## src/hw/rtl/wav_stream_parse_to_mono_unit_macros.svh

```systemverilog
// assertion helpers for the wav stream parser
`ifndef WAV_STREAM_PARSE_TO_MONO_UNIT_MACROS_SVH
`define WAV_STREAM_PARSE_TO_MONO_UNIT_MACROS_SVH

// cons must hold in the same cycle as ante
`define WSP_ASSERT_SAME(lbl, ante, cons, msg) \
  lbl: assert property (@(posedge clk) disable iff (rst) (ante) |-> (cons)) else $error(msg);

// cons must hold in the cycle after ante
`define WSP_ASSERT_NEXT(lbl, ante, cons, msg) \
  lbl: assert property (@(posedge clk) disable iff (rst) (ante) |=> (cons)) else $error(msg);

`endif

```

## src/hw/rtl/wsp_pkg.sv

```systemverilog
package wsp_pkg;

  // parse phases
  typedef enum logic [3:0] {
    PH_RIFF, PH_RSIZE, PH_WAVE, PH_CHID, PH_CHSZ,
    PH_FMT, PH_SKIP, PH_PAD, PH_DATA, PH_DONE
  } phase_t;

  // result kinds
  typedef enum logic [1:0] {
    KIND_REPORT = 2'd0,
    KIND_SAMPLE = 2'd1,
    KIND_ERROR  = 2'd2
  } kind_t;

  // error codes
  localparam logic [3:0] ERR_NOT_RIFF   = 4'd0;
  localparam logic [3:0] ERR_NOT_WAVE   = 4'd1;
  localparam logic [3:0] ERR_TRUNCATED  = 4'd2;
  localparam logic [3:0] ERR_FMT_SMALL  = 4'd3;
  localparam logic [3:0] ERR_UNSUPP     = 4'd4;
  localparam logic [3:0] ERR_MISSING    = 4'd5;
  localparam logic [3:0] ERR_LAYOUT     = 4'd6;
  localparam logic [3:0] ERR_EMPTY      = 4'd7;
  localparam logic [3:0] ERR_FLOAT_BITS = 4'd8;

  // tags, little endian words
  localparam logic [31:0] TAG_RIFF = 32'h4646_4952;
  localparam logic [31:0] TAG_WAVE = 32'h4556_4157;
  localparam logic [31:0] TAG_FMT  = 32'h2074_6D66;
  localparam logic [31:0] TAG_DATA = 32'h6174_6164;

  localparam logic [15:0] FMT_PCM        = 16'd1;
  localparam logic [15:0] FMT_FLOAT      = 16'd3;
  localparam logic [15:0] FMT_EXTENSIBLE = 16'd65534;

  localparam int SUM_W = 40;

  localparam logic [7:0] GUID_TAIL [15] = '{
    8'h00, 8'h00, 8'h00, 8'h00, 8'h00, 8'h10, 8'h00, 8'h80,
    8'h00, 8'h00, 8'hAA, 8'h00, 8'h38, 8'h9B, 8'h71
  };

  // controller to datapath
  typedef struct packed {
    logic   take;
    logic   restart;
    phase_t phase;
    phase_t next;
    logic   fmt_ok;
  } cmd_t;

  // datapath to controller
  typedef struct packed {
    logic k3;
    logic tag_riff;
    logic tag_wave;
    logic id_fmt;
    logic id_data;
    logic size_lt16;
    logic size_zero;
    logic size_odd;
    logic pad;
    logic count_hit;
    logic fmt_ext;
    logic fmt_plain;
    logic size_lt40;
    logic guid_pcm;
    logic guid_flt;
    logic fmt_found;
    logic bits_zero;
    logic chan_zero;
    logic rate_zero;
    logic is_flt;
    logic bits32;
    logic bits_pcm_ok;
    logic chan_over;
    logic frame_done;
  } status_t;

  // expected guid byte g of the subformat
  function automatic logic [7:0] guid_byte(input logic [3:0] g, input logic flt);
    logic [3:0] idx;
    idx = g - 4'd1;
    if (g == 4'd0) return flt ? 8'h03 : 8'h01;
    return GUID_TAIL[idx];
  endfunction

  // ieee single to q1.31, saturating, nan to zero
  function automatic logic [31:0] float_to_q31(input logic [31:0] w);
    logic [7:0]  e;
    logic [23:0] m;
    logic signed [9:0] sh;
    logic [32:0] mag;
    logic [5:0]  rs;
    e = w[30:23];
    m = {1'b0, w[22:0]};
    mag = '0;
    rs = '0;
    if (e == 8'hFF) begin
      if (w[22:0] != '0) return 32'd0;
      mag = 33'h1_0000_0000;
    end else begin
      if (e != 8'd0) m[23] = 1'b1;
      else e = 8'd1;
      sh = $signed({2'b00, e}) - 10'sd119;
      if (sh >= 10'sd8) begin
        mag = 33'h1_0000_0000;
      end else if (sh >= 10'sd0) begin
        mag = {9'b0, m} << sh[2:0];
      end else if (sh > -10'sd32) begin
        rs = 6'(-sh);
        mag = {9'b0, m} >> rs;
      end else begin
        mag = '0;
      end
    end
    if (w[31]) begin
      if (mag >= 33'h0_8000_0000) return 32'h8000_0000;
      return 32'(-mag);
    end
    if (mag > 33'h0_7FFF_FFFF) return 32'h7FFF_FFFF;
    return mag[31:0];
  endfunction

endpackage

```

## src/hw/rtl/wsp_div.sv

```systemverilog
module wsp_div #(
  parameter int CW = 4
) (
  input  logic                        clk,
  input  logic                        rst,
  input  logic                        start,
  input  logic [wsp_pkg::SUM_W-1:0]   dividend,
  input  logic [CW-1:0]               divisor,
  output logic                        busy,
  output logic                        done,
  output logic [31:0]                 quotient
);
  import wsp_pkg::*;

  localparam int NW = $clog2(SUM_W + 1);

  logic [CW-1:0]    rem;
  logic [CW-1:0]    dvs;
  logic [SUM_W-1:0] quo;
  logic [NW-1:0]    cnt;
  logic             neg;
  logic [CW:0]      trial;
  logic             ge;
  logic [SUM_W-1:0] quo_next;

  // one restoring step per cycle
  always_comb begin
    trial    = {rem, quo[SUM_W-1]};
    ge       = trial >= {1'b0, dvs};
    quo_next = {quo[SUM_W-2:0], ge};
  end

  always_ff @(posedge clk) begin
    if (rst) begin
      busy <= 1'b0;
      done <= 1'b0;
      cnt  <= '0;
    end else begin
      done <= 1'b0;
      if (start) begin
        busy <= 1'b1;
        cnt  <= '0;
      end else if (busy) begin
        cnt <= cnt + 1'b1;
        if (cnt == NW'(SUM_W - 1)) begin
          busy <= 1'b0;
          done <= 1'b1;
        end
      end
    end
  end

  // operands and quotient
  always_ff @(posedge clk) begin
    if (start) begin
      neg <= dividend[SUM_W-1];
      quo <= dividend[SUM_W-1] ? -dividend : dividend;
      rem <= '0;
      dvs <= divisor;
    end else if (busy) begin
      rem <= ge ? CW'(trial - {1'b0, dvs}) : trial[CW-1:0];
      quo <= quo_next;
      if (cnt == NW'(SUM_W - 1)) begin
        quotient <= neg ? 32'(-quo_next) : quo_next[31:0];
      end
    end
  end

endmodule

```

## src/hw/rtl/wsp_dp.sv

```systemverilog
module wsp_dp #(
  parameter int MAX_CHANNELS = 8,
  parameter int CW = 4
) (
  input  logic                       clk,
  input  logic                       rst,
  input  wsp_pkg::cmd_t              cmd,
  input  logic [7:0]                 data_byte,
  output wsp_pkg::status_t           st,
  output logic [wsp_pkg::SUM_W-1:0]  sum_next,
  output logic [CW-1:0]              div_chan,
  output logic [31:0]                rate,
  output logic [15:0]                chans,
  output logic [15:0]                bits,
  output logic                       flt
);
  import wsp_pkg::*;

  logic [31:0] field_count, tag_shift, size_shift, rate_seen, data_left, byte_gather;
  logic [15:0] format_code, channels_seen, bits_seen;
  logic        fmt_found, pad_pending;
  logic [1:0]  guid_match;
  logic [CW-1:0] channel_index;
  logic [SUM_W-1:0] frame_sum;

  // effective values after an optional restart
  logic [31:0] e_count, e_tag, e_size, e_rate, e_left, e_gather;
  logic [15:0] e_fmt, e_chan, e_bits;
  logic        e_found, e_pad;
  logic [1:0]  e_guid;
  logic [CW-1:0] e_idx;
  logic [SUM_W-1:0] e_sum;

  logic [31:0] k1, lane_b, tag_acc, size_acc, gather_acc, keep32;
  logic [15:0] lane16, keep16;
  logic [4:0]  lane_sh;
  logic [1:0]  guid_next;
  logic [3:0]  g;
  logic [7:0]  pe, fe;
  logic        chg, live, chan_done;
  logic [31:0] q31;
  logic [CW:0] idx1;

  assign rate  = rate_seen;
  assign chans = channels_seen;
  assign bits  = bits_seen;
  assign flt   = format_code == FMT_FLOAT;
  assign div_chan = channels_seen[CW-1:0];

  always_comb begin
    e_count  = cmd.restart ? '0 : field_count;
    e_tag    = cmd.restart ? '0 : tag_shift;
    e_size   = cmd.restart ? '0 : size_shift;
    e_rate   = cmd.restart ? '0 : rate_seen;
    e_left   = cmd.restart ? '0 : data_left;
    e_gather = cmd.restart ? '0 : byte_gather;
    e_fmt    = cmd.restart ? '0 : format_code;
    e_chan   = cmd.restart ? '0 : channels_seen;
    e_bits   = cmd.restart ? '0 : bits_seen;
    e_found  = cmd.restart ? 1'b0 : fmt_found;
    e_pad    = cmd.restart ? 1'b0 : pad_pending;
    e_guid   = cmd.restart ? 2'b11 : guid_match;
    e_idx    = cmd.restart ? '0 : channel_index;
    e_sum    = cmd.restart ? '0 : frame_sum;
  end

  // byte placement and accumulators
  always_comb begin
    k1         = e_count + 32'd1;
    lane_sh    = {e_count[1:0], 3'b000};
    lane_b     = {24'b0, data_byte} << lane_sh;
    keep32     = ~(32'hFF << lane_sh);
    lane16     = {8'b0, data_byte} << {e_count[0], 3'b000};
    keep16     = ~(16'hFF << {e_count[0], 3'b000});
    tag_acc    = e_tag | lane_b;
    size_acc   = e_size | lane_b;
    gather_acc = e_gather | lane_b;
  end

  // guid compare
  always_comb begin
    g  = 4'(e_count - 32'd24);
    pe = guid_byte(g, 1'b0);
    fe = guid_byte(g, 1'b1);
    guid_next = e_guid;
    if (cmd.phase == PH_FMT && e_count >= 32'd24 && e_count < 32'd40) begin
      if (data_byte != pe) guid_next[0] = 1'b0;
      if (data_byte != fe) guid_next[1] = 1'b0;
    end
  end

  // sample conversion and frame accumulation
  always_comb begin
    unique case (e_bits)
      16'd8:   q31 = {~gather_acc[7], gather_acc[6:0], 24'b0};
      16'd16:  q31 = {gather_acc[15:0], 16'b0};
      16'd24:  q31 = {gather_acc[23:0], 8'b0};
      default: q31 = gather_acc;
    endcase
    if (e_fmt == FMT_FLOAT) q31 = float_to_q31(gather_acc);
    live      = cmd.phase == PH_DATA && e_left != '0;
    chan_done = k1 >= {19'b0, e_bits[15:3]};
    idx1      = {1'b0, e_idx} + 1'b1;
    sum_next  = e_sum + {{(SUM_W-32){q31[31]}}, q31};
  end

  // status
  always_comb begin
    st.k3          = e_count[1:0] == 2'd3;
    st.tag_riff    = tag_acc == TAG_RIFF;
    st.tag_wave    = tag_acc == TAG_WAVE;
    st.id_fmt      = e_tag == TAG_FMT;
    st.id_data     = e_tag == TAG_DATA;
    st.size_lt16   = size_acc < 32'd16;
    st.size_zero   = size_acc == '0;
    st.size_odd    = size_acc[0];
    st.pad         = e_pad;
    st.count_hit   = k1 == e_size;
    st.fmt_ext     = e_fmt == FMT_EXTENSIBLE;
    st.fmt_plain   = e_fmt == FMT_PCM || e_fmt == FMT_FLOAT;
    st.size_lt40   = e_size < 32'd40;
    st.guid_pcm    = guid_next[0];
    st.guid_flt    = guid_next[1];
    st.fmt_found   = e_found;
    st.bits_zero   = e_bits[15:3] == '0;
    st.chan_zero   = e_chan == '0;
    st.rate_zero   = e_rate == '0;
    st.is_flt      = e_fmt == FMT_FLOAT;
    st.bits32      = e_bits == 16'd32;
    st.bits_pcm_ok = e_bits == 16'd8 || e_bits == 16'd16 || e_bits == 16'd24 ||
                     e_bits == 16'd32;
    st.chan_over   = e_chan > 16'(MAX_CHANNELS);
    st.frame_done  = live && chan_done && {{(16-CW-1){1'b0}}, idx1} >= e_chan;
  end

  assign chg = cmd.next != cmd.phase;

  // register update on each accepted byte
  always_ff @(posedge clk) begin
    if (rst) begin
      field_count   <= '0;
      tag_shift     <= '0;
      size_shift    <= '0;
      rate_seen     <= '0;
      data_left     <= '0;
      byte_gather   <= '0;
      format_code   <= '0;
      channels_seen <= '0;
      bits_seen     <= '0;
      fmt_found     <= 1'b0;
      pad_pending   <= 1'b0;
      guid_match    <= 2'b11;
      channel_index <= '0;
      frame_sum     <= '0;
    end else if (cmd.take) begin
      field_count   <= chg ? '0 : k1;
      tag_shift     <= e_tag;
      size_shift    <= e_size;
      rate_seen     <= e_rate;
      data_left     <= e_left;
      byte_gather   <= e_gather;
      format_code   <= e_fmt;
      channels_seen <= e_chan;
      bits_seen     <= e_bits;
      fmt_found     <= e_found;
      pad_pending   <= e_pad;
      guid_match    <= guid_next;
      channel_index <= e_idx;
      frame_sum     <= e_sum;
      unique case (cmd.phase)
        PH_RIFF, PH_WAVE, PH_CHID: begin
          tag_shift <= tag_acc;
        end
        PH_CHSZ: begin
          size_shift <= size_acc;
          if (st.k3) pad_pending <= size_acc[0];
        end
        PH_FMT: begin
          // each byte of the format, channel, rate and bits fields replaces its lane of the field
          if (e_count < 32'd2) begin
            format_code <= (e_fmt & keep32[15:0]) | lane_b[15:0];
          end else if (e_count < 32'd4) begin
            channels_seen <= (e_chan & keep16) | lane16;
          end else if (e_count < 32'd8) begin
            rate_seen <= (e_rate & keep32) | lane_b;
          end else if (e_count == 32'd14 || e_count == 32'd15) begin
            bits_seen <= (e_bits & keep16) | lane16;
          end
          if (cmd.fmt_ok) begin
            fmt_found <= 1'b1;
            if (e_fmt == FMT_EXTENSIBLE) format_code <= guid_next[0] ? FMT_PCM : FMT_FLOAT;
          end
        end
        PH_PAD: begin
          pad_pending <= 1'b0;
        end
        PH_DATA: begin
          if (live) begin
            data_left   <= e_left - 32'd1;
            byte_gather <= gather_acc;
            field_count <= k1;
            if (chan_done) begin
              field_count   <= '0;
              byte_gather   <= '0;
              frame_sum     <= sum_next;
              channel_index <= idx1[CW-1:0];
              if (st.frame_done) begin
                frame_sum     <= '0;
                channel_index <= '0;
              end
            end
          end
        end
        default: begin
        end
      endcase
      // chunk boundaries clear the tag
      if (chg && (cmd.next == PH_WAVE || cmd.next == PH_CHID || cmd.next == PH_PAD)) begin
        tag_shift <= '0;
      end
      if (chg && cmd.next == PH_CHSZ) size_shift <= '0;
      if (chg && cmd.next == PH_FMT) guid_match <= 2'b11;
      if (chg && cmd.next == PH_DATA) begin
        data_left     <= size_acc;
        byte_gather   <= '0;
        channel_index <= '0;
        frame_sum     <= '0;
      end
    end
  end

endmodule

```

## src/hw/rtl/wsp_ctrl.sv

```systemverilog
module wsp_ctrl (
  input  logic              clk,
  input  logic              rst,
  input  logic              in_valid,
  input  logic              in_first,
  input  logic              in_final,
  input  wsp_pkg::status_t  st,
  input  logic              div_busy,
  input  logic              div_done,
  input  logic              out_ready,
  output logic              in_ready,
  output wsp_pkg::cmd_t     cmd,
  output logic              div_start,
  output logic              out_valid,
  output wsp_pkg::kind_t    out_kind,
  output logic [3:0]        out_err
);
  import wsp_pkg::*;

  phase_t phase, ph, nxt;
  logic   take, res, fmt_ok;
  kind_t  res_kind;
  logic [3:0] res_err;

  // input stays closed while the divider runs and while a result waits to be taken
  assign in_ready = !out_valid && !div_busy && !div_done;
  assign take     = in_valid && in_ready;

  // next phase and result for the current byte
  always_comb begin
    ph       = in_first ? PH_RIFF : phase;
    nxt      = ph;
    res      = 1'b0;
    res_kind = KIND_ERROR;
    res_err  = ERR_NOT_RIFF;
    fmt_ok   = 1'b0;
    unique case (ph)
      PH_RIFF: begin
        if (st.k3) begin
          if (!st.tag_riff) begin
            res = 1'b1; res_err = ERR_NOT_RIFF; nxt = PH_DONE;
          end else begin
            nxt = PH_RSIZE;
          end
        end
      end
      PH_RSIZE: begin
        if (st.k3) nxt = PH_WAVE;
      end
      PH_WAVE: begin
        if (st.k3) begin
          if (!st.tag_wave) begin
            res = 1'b1; res_err = ERR_NOT_WAVE; nxt = PH_DONE;
          end else begin
            nxt = PH_CHID;
          end
        end
      end
      PH_CHID: begin
        if (st.k3) nxt = PH_CHSZ;
      end
      PH_CHSZ: begin
        if (st.k3) begin
          if (st.id_fmt) begin
            if (st.size_lt16) begin
              res = 1'b1; res_err = ERR_FMT_SMALL; nxt = PH_DONE;
            end else begin
              nxt = PH_FMT;
            end
          end else if (st.id_data) begin
            res = 1'b1;
            nxt = PH_DONE;
            if (!st.fmt_found) res_err = ERR_MISSING;
            else if (st.bits_zero || st.chan_zero || st.rate_zero) res_err = ERR_LAYOUT;
            else if (st.size_zero || in_final) res_err = ERR_EMPTY;
            else if (st.is_flt && !st.bits32) res_err = ERR_FLOAT_BITS;
            else if (!st.is_flt && !st.bits_pcm_ok) res_err = ERR_UNSUPP;
            else if (st.chan_over) res_err = ERR_UNSUPP;
            else begin
              res_kind = KIND_REPORT;
              res_err  = ERR_NOT_RIFF;
              nxt      = PH_DATA;
            end
          end else if (st.size_zero) begin
            nxt = st.size_odd ? PH_PAD : PH_CHID;
          end else begin
            nxt = PH_SKIP;
          end
        end
      end
      PH_FMT: begin
        if (st.count_hit) begin
          if (st.fmt_ext && st.size_lt40) begin
            res = 1'b1; res_err = ERR_FMT_SMALL; nxt = PH_DONE;
          end else if ((st.fmt_ext && !st.guid_pcm && !st.guid_flt) ||
                       (!st.fmt_ext && !st.fmt_plain)) begin
            res = 1'b1; res_err = ERR_UNSUPP; nxt = PH_DONE;
          end else begin
            fmt_ok = 1'b1;
            nxt    = st.pad ? PH_PAD : PH_CHID;
          end
        end
      end
      PH_SKIP: begin
        if (st.count_hit) nxt = st.pad ? PH_PAD : PH_CHID;
      end
      PH_PAD: begin
        nxt = PH_CHID;
      end
      PH_DATA, PH_DONE: begin
      end
      default: begin
      end
    endcase
    // end of file: an error before the data chunk, and the parse ends in any phase
    if (in_final) begin
      if (!res && nxt != PH_DATA && nxt != PH_DONE) begin
        res      = 1'b1;
        res_kind = KIND_ERROR;
        if (nxt == PH_RIFF) res_err = ERR_NOT_RIFF;
        else if (nxt == PH_WAVE) res_err = ERR_NOT_WAVE;
        else if (nxt == PH_CHID) res_err = ERR_MISSING;
        else res_err = ERR_TRUNCATED;
      end
      nxt = PH_DONE;
    end
  end

  always_comb begin
    cmd.take    = take;
    cmd.restart = in_first;
    cmd.phase   = ph;
    cmd.next    = nxt;
    cmd.fmt_ok  = fmt_ok;
    div_start   = take && st.frame_done;
  end

  // phase register
  always_ff @(posedge clk) begin
    if (rst) begin
      phase <= PH_RIFF;
    end else if (take) begin
      phase <= nxt;
    end
  end

  // result register
  always_ff @(posedge clk) begin
    if (rst) begin
      out_valid <= 1'b0;
      out_kind  <= KIND_REPORT;
      out_err   <= ERR_NOT_RIFF;
    end else begin
      if (out_valid && out_ready) out_valid <= 1'b0;
      if (take && res) begin
        out_valid <= 1'b1;
        out_kind  <= res_kind;
        out_err   <= res_kind == KIND_ERROR ? res_err : ERR_NOT_RIFF;
      end else if (div_done) begin
        out_valid <= 1'b1;
        out_kind  <= KIND_SAMPLE;
        out_err   <= ERR_NOT_RIFF;
      end
    end
  end

endmodule

```

## src/hw/rtl/wav_stream_parse_to_mono_unit.sv

```systemverilog
// RIFF/WAVE parser with mono down-mix. File bytes come in one per request on the
// slave side, one byte per cycle while headers are parsed and channel samples are
// gathered. A byte that yields a format report or an error holds the input until
// that result is taken. The last byte of each frame starts a shared one-bit-per-cycle
// restoring divider (40 steps); the input stalls from that byte until the mono sample
// appears, and it reopens once that sample is taken. tuser on the input restarts the
// parse, tlast ends the file. Output kinds: format report, mono Q1.31 sample, error;
// fields that do not belong to the kind read as zero.
module wav_stream_parse_to_mono_unit #(
  parameter int MAX_CHANNELS = 8
) (
  input  logic         clk,
  input  logic         rst,
  input  logic         s_axis_tvalid,
  output logic         s_axis_tready,
  input  logic [7:0]   s_axis_tdata,   // data_byte
  input  logic         s_axis_tuser,   // first_byte
  input  logic         s_axis_tlast,   // final_byte
  output logic         m_axis_tvalid,
  input  logic         m_axis_tready,
  // mono_sample, sample_rate, channel_count, sample_bits, is_float, error_code, zero fill
  output logic [103:0] m_axis_tdata,
  output logic [1:0]   m_axis_tuser    // kind
);
  import wsp_pkg::*;

  localparam int CW = $clog2(MAX_CHANNELS + 1);

  cmd_t    cmd;
  status_t st;
  kind_t   kind;
  logic [3:0]       err;
  logic [SUM_W-1:0] sum_next;
  logic [CW-1:0]    div_chan;
  logic [31:0]      rate, q;
  logic [15:0]      chans, bits;
  logic             flt, div_start, div_busy, div_done;
  logic             is_rep, is_smp;

  wsp_ctrl u_ctrl (
    .clk       (clk),
    .rst       (rst),
    .in_valid  (s_axis_tvalid),
    .in_first  (s_axis_tuser),
    .in_final  (s_axis_tlast),
    .st        (st),
    .div_busy  (div_busy),
    .div_done  (div_done),
    .out_ready (m_axis_tready),
    .in_ready  (s_axis_tready),
    .cmd       (cmd),
    .div_start (div_start),
    .out_valid (m_axis_tvalid),
    .out_kind  (kind),
    .out_err   (err)
  );

  wsp_dp #(
    .MAX_CHANNELS (MAX_CHANNELS),
    .CW           (CW)
  ) u_dp (
    .clk       (clk),
    .rst       (rst),
    .cmd       (cmd),
    .data_byte (s_axis_tdata),
    .st        (st),
    .sum_next  (sum_next),
    .div_chan  (div_chan),
    .rate      (rate),
    .chans     (chans),
    .bits      (bits),
    .flt       (flt)
  );

  wsp_div #(
    .CW (CW)
  ) u_div (
    .clk      (clk),
    .rst      (rst),
    .start    (div_start),
    .dividend (sum_next),
    .divisor  (div_chan),
    .busy     (div_busy),
    .done     (div_done),
    .quotient (q)
  );

  // output packing
  always_comb begin
    is_rep = kind == KIND_REPORT;
    is_smp = kind == KIND_SAMPLE;
    m_axis_tuser = kind;
    m_axis_tdata = {
      3'b000,
      err,
      is_rep & flt,
      is_rep ? bits : 16'd0,
      is_rep ? chans : 16'd0,
      is_rep ? rate : 32'd0,
      is_smp ? q : 32'd0
    };
  end

`include "wav_stream_parse_to_mono_unit_macros.svh"

  `WSP_ASSERT_SAME(a_no_take_while_busy, div_busy, !s_axis_tready, "input open during divide")
  `WSP_ASSERT_SAME(a_done_only_idle, div_done, !m_axis_tvalid, "divider finished over a result")
  `WSP_ASSERT_NEXT(a_one_result, m_axis_tvalid && m_axis_tready, !m_axis_tvalid,
                   "result repeated after request")

endmodule
```

## config.mk

```make
export PLATFORM = sky130hd
export DESIGN_NAME = wav_stream_parse_to_mono_unit
export DESIGN_NICKNAME = d
export VERILOG_FILES = /design/src/hw/rtl/wsp_pkg.sv /design/src/hw/rtl/wsp_div.sv /design/src/hw/rtl/wsp_dp.sv /design/src/hw/rtl/wsp_ctrl.sv /design/src/hw/rtl/wav_stream_parse_to_mono_unit.sv
export VERILOG_INCLUDE_DIRS = /design/src /design/src/hw/rtl
export SDC_FILE = /design/constraint.sdc
export NUM_CORES = 2
export LEC_CHECK = 0
export BUFFER_PORTS_ARGS = -buffer_cell sky130_fd_sc_hd__buf_2
export CAP_MARGIN = 20
export CELL_PAD_IN_SITES_DETAIL_PLACEMENT = 1
export CELL_PAD_IN_SITES_GLOBAL_PLACEMENT = 1
export CORE_MARGIN = 4
export CORE_UTILIZATION = 35
export DETAILED_ROUTE_END_ITERATION = 10
export HOLD_SLACK_MARGIN = 0.06
export PLACE_DENSITY_LB_ADDON = 0.1
export SYNTH_ARGS = -nofsm -noshare
export SYNTH_HDL_FRONTEND = slang
export SYNTH_SLANG_ARGS = --single-unit
```

## constraint.sdc

```tcl
create_clock -name clk -period 8 [get_ports clk]
set_input_delay 0.8 -clock clk [delete_from_list [all_inputs] [get_ports clk]]
set_output_delay 0.8 -clock clk [all_outputs]
set_load 0.02 [all_outputs]
```

==> results.yml <==
placed_design:
  placed_cell_area_mm2: 0.0371
  port_buffers: 118
  gp_congestion: 0.967
  preCtsSetupSlack_ns: -0.978
  dp_hpwl_um: 112000
clock_tree:
  clock_sinks: 388
  clock_latency_ns: 0.66
  cts_max_level: 2
  cts_inserted_buffers: 50
  clock-root-buffer: "clkbuf_16"
  cts_tree: "yes"
  clkTransAtPathRegs_ns: 0.06
  hold_buffers: 0
  cts.path.max_buffers: 3
floorplanning:
  fp.dieArea_mm2: 0.0918
  initial_core_util: 0.355
  die_w_um: 303
  core_mm2: 0.0858
  fp.dieH_um: 303
  std_cell_rows: 107
  pin_count: 122
synth:
  synth_most_common_cell: "nor2_1"
  yosys-top-cells-count: "nor2_1 (470), nand2_1 (352), a21oi_1 (312)"
  ys_ff_latch: 388
  yosys.area.top_type: "dfxtp_1"
  yosys_warnings: 0
  synth_area_per_cell_um2: 7.46
  synth-main-ff-cell: "dfxtp_1"
  ys_seq_area_frac: 0.280
  synth-edff-count: 77
  yosysTopAreaCellShare: 0.204
  synth_cell_types: 114
  netlist_instances: 4085
  netlist_area_mm2: 0.0305
  async_flop_share: 0
  synth_area_leaders: "dfxtp_1 (20%), edfxtp_1 (7.6%), nor2_1 (5.8%), a21oi_1 (5.1%), nand2_1 (4.3%)"
setup_path:
  start_kind: "flop"
  reg2regPathDepth: 36
  path_max_fanout: 5
  required_ns: 8.36
  crit_path_max_incr_delay_ns: 0.58
  cp_data_arrival_time_ns: 8.56
  endpoint_kind: "flop"
  critPathSlowestCell: "or4b_4"
  crit_type: "reg -> reg"
sta:
  maxSlewViolCount: 0
  slew_headroom: 0.230
  fin_crit_sh: 1.02
  fmax_ghz: 0.122
  setup_slack_ns: -0.200
  worstMarginPinSlew_ns: 1.14
  rsz0062_at_grt: "yes"
  hold_violations: 0
  post-route-min-period_ns: 8.20
  setup_viol: 34
  hold_slack_ns: 0.434
  fin_worst_skew_ns: 0.0766
final_layout:
  nets: 4849
  n_antenna_cell: 0
  fill_cells: 10500
  final_cell_area_mm2: 0.0409
  area_growth_pct: 34.2
  layout-drive-gt1-share: 0.273
global_routing:
  overflow: 0
  grt_pass1_wl_um: 225000
  gr-usage-all-layers: 0.315
  grt_pass1_vias: 35800
  antenna_found_initial: 2
  grt_start_max_net_pins: 152
flow_run:
  maxCapViolCount: 0
route:
  drt-wirelength-per-cell_um: 25.3
  drtIter0Drc: 2926
  wl_um: 151000
  top_layer_used: "met5"
  vias: 35800
  viasPerCell: 6.02
  ant_nets: 0
  wl_met3_um: 7830
  drc: 0
  wl_met1_um: 65400
  first_pass_iters: 6
  wl_met2_um: 71600
power_and_ir_drop:
  p_sw_frac: 0.295
  p_seq_frac: 0.395
  power.density_mw_per_mm2: 129
  vdd_ir_drop_max_mv: 0.175
  pwr-share-clk: 0.460
  internal_power_uw: 3710
  p_switching_uw: 1550
  comb_power_share: 0.145
  leakage_uw: 0.0163
run_status:
  violations: "negative setup slack"
  status: "finished with violations"
min_path:
  hold_path_class: "reg -> reg"
  hold_depth: 2
-- worst paths after layout --
kind,startpoint,to,slack (ns)
setup reg to reg,u_dp.field_count[1],u_div.quo[37],-0.20
hold / removal,u_dp.frame_sum[30],u_dp.frame_sum[30],0.43
setup / recovery,u_dp.field_count[1],u_div.quo[37],-0.20
hold reg to reg,u_dp.frame_sum[30],u_dp.frame_sum[30],0.43
-- layer usage --
layer,up-vias,global-route usage
li1,16600,-
met4,2,0.105
met5,-,0
met3,292,0.0362
met2,1149,0.536
met1,17800,0.416
-- critical path: cells and delay by family (launching register included) --
| kind | cells | cell delay [ns] |
|---|---|---|
| simple gates | 10 | 2.95 |
| compound gates | 16 | 2.93 |
| buf+inv | 6 | 0.92 |
| flops | 1 | 0.40 |
| fa+ha+maj | 1 | 0.36 |
| mux | 1 | 0.18 |
| xor+xnor | 2 | 0.16 |
-- power groups by stage --
stage | registers [µW] | clock network [µW] | logic, µW
6_report | 2080 | 2420 | 760
5_1_grt | 2080 | 2550 | 817
4_1_cts | 2080 | 2470 | 742
3_5_place_dp | 2120 | 0 | 719
3_3_place_gp | 2120 | 0 | 711
2_1_floorplan | 2100 | 0 | 437
-- flip-flops by register name, summed over array words and instances (netlist names), 6 cells and up --
| register | flops |
|---|---|
| u_div.cnt | 6 |
| u_div.quotient | 32 |
| u_dp.size_shift | 32 |
| u_dp.chans | 16 |
| u_dp.bits | 16 |
| u_dp.frame_sum | 40 |
| u_dp.format_code | 16 |
| u_div.quo | 40 |
| u_dp.tag_shift | 32 |
| u_dp.rate | 32 |
| u_dp.data_left | 32 |
| u_dp.byte_gather | 32 |
| u_dp.field_count | 32 |
-- layout by cell type, fill, tap and decap left out, types with 56 or more instances in the layout --
| cell type | netlist | layout |
|---|---|---|
| a22oi_1 | 88 | 85 |
| nor4_1 | 76 | 69 |
| nand3_1 | 153 | 138 |
| edfxtp_1 | 77 | 77 |
| a31oi_1 | 66 | 58 |
| ha_1 | 68 | 64 |
| buf_2 | 55 | 118 |
| a21oi_1 | 312 | 297 |
| and3_1 | 62 | 56 |
| o21ai_0 | 241 | 218 |
| xnor2_1 | 107 | 105 |
| dfxtp_1 | 311 | 309 |
| nand2_1 | 352 | 347 |
| buf_4 | 17 | 753 |
| nor3_1 | 182 | 164 |
| nand4_1 | 56 | 56 |
| nor2b_1 | 81 | 77 |
| and2_1 | 118 | 116 |
| inv_1 | 71 | 68 |
| nor2_1 | 470 | 453 |
-- kinds of logic after synthesis --
group                      after synthesis  synth area share
AOI/OAI and AO/OA                     1252             0.278
xor gates and xnor gates               159            0.0462
adders and majority gates               70            0.0292
buffers and inverters                  388            0.0549
DFF                                    388             0.280
muxes                                   47            0.0157
other                                    1          0.000123
and+or+nand+nor                       1780             0.295
-- through the flow --
| step | instances | setup TNS (ns) | power [µW] | util |
|---|---|---|---|---|
| after floorplan | 4087 | 0 | 2540 | - |
| after global placement | 5779 | -29.50 | 2830 | 0.433 |
| after detailed placement | 5780 | -34.38 | 2840 | 0.433 |
| after CTS | 5920 | -0.273 | 5290 | 0.467 |
| after global routing | 5949 | -17.06 | 5440 | 0.477 |
| final | 5949 | -2.56 | 5260 | 0.477 |
-- what timing repair did --
item                                    CTS  global route
pin swaps                                97            83
gates resized for setup                 162           118
endpoints found under the setup margin   43            43
cloned                                    5             1
buffers inserted                         45            30
-- area by class of cell --
| cell class | count | area [µm²] | share of cell area |
|---|---|---|---|
| inverters | 74 | 284 | 0.00695 |
| multi-input cells | 3312 | 21600 | 0.528 |
| flip-flops and latches | 388 | 8550 | 0.209 |
| repair buffers | 939 | 7300 | 0.178 |
| well taps | 1144 | 1430 | 0.0350 |
| clock buffers | 61 | 1320 | 0.0323 |
| clock inverters | 31 | 413 | 0.0101 |
Power figures use the tool's default switching activity.
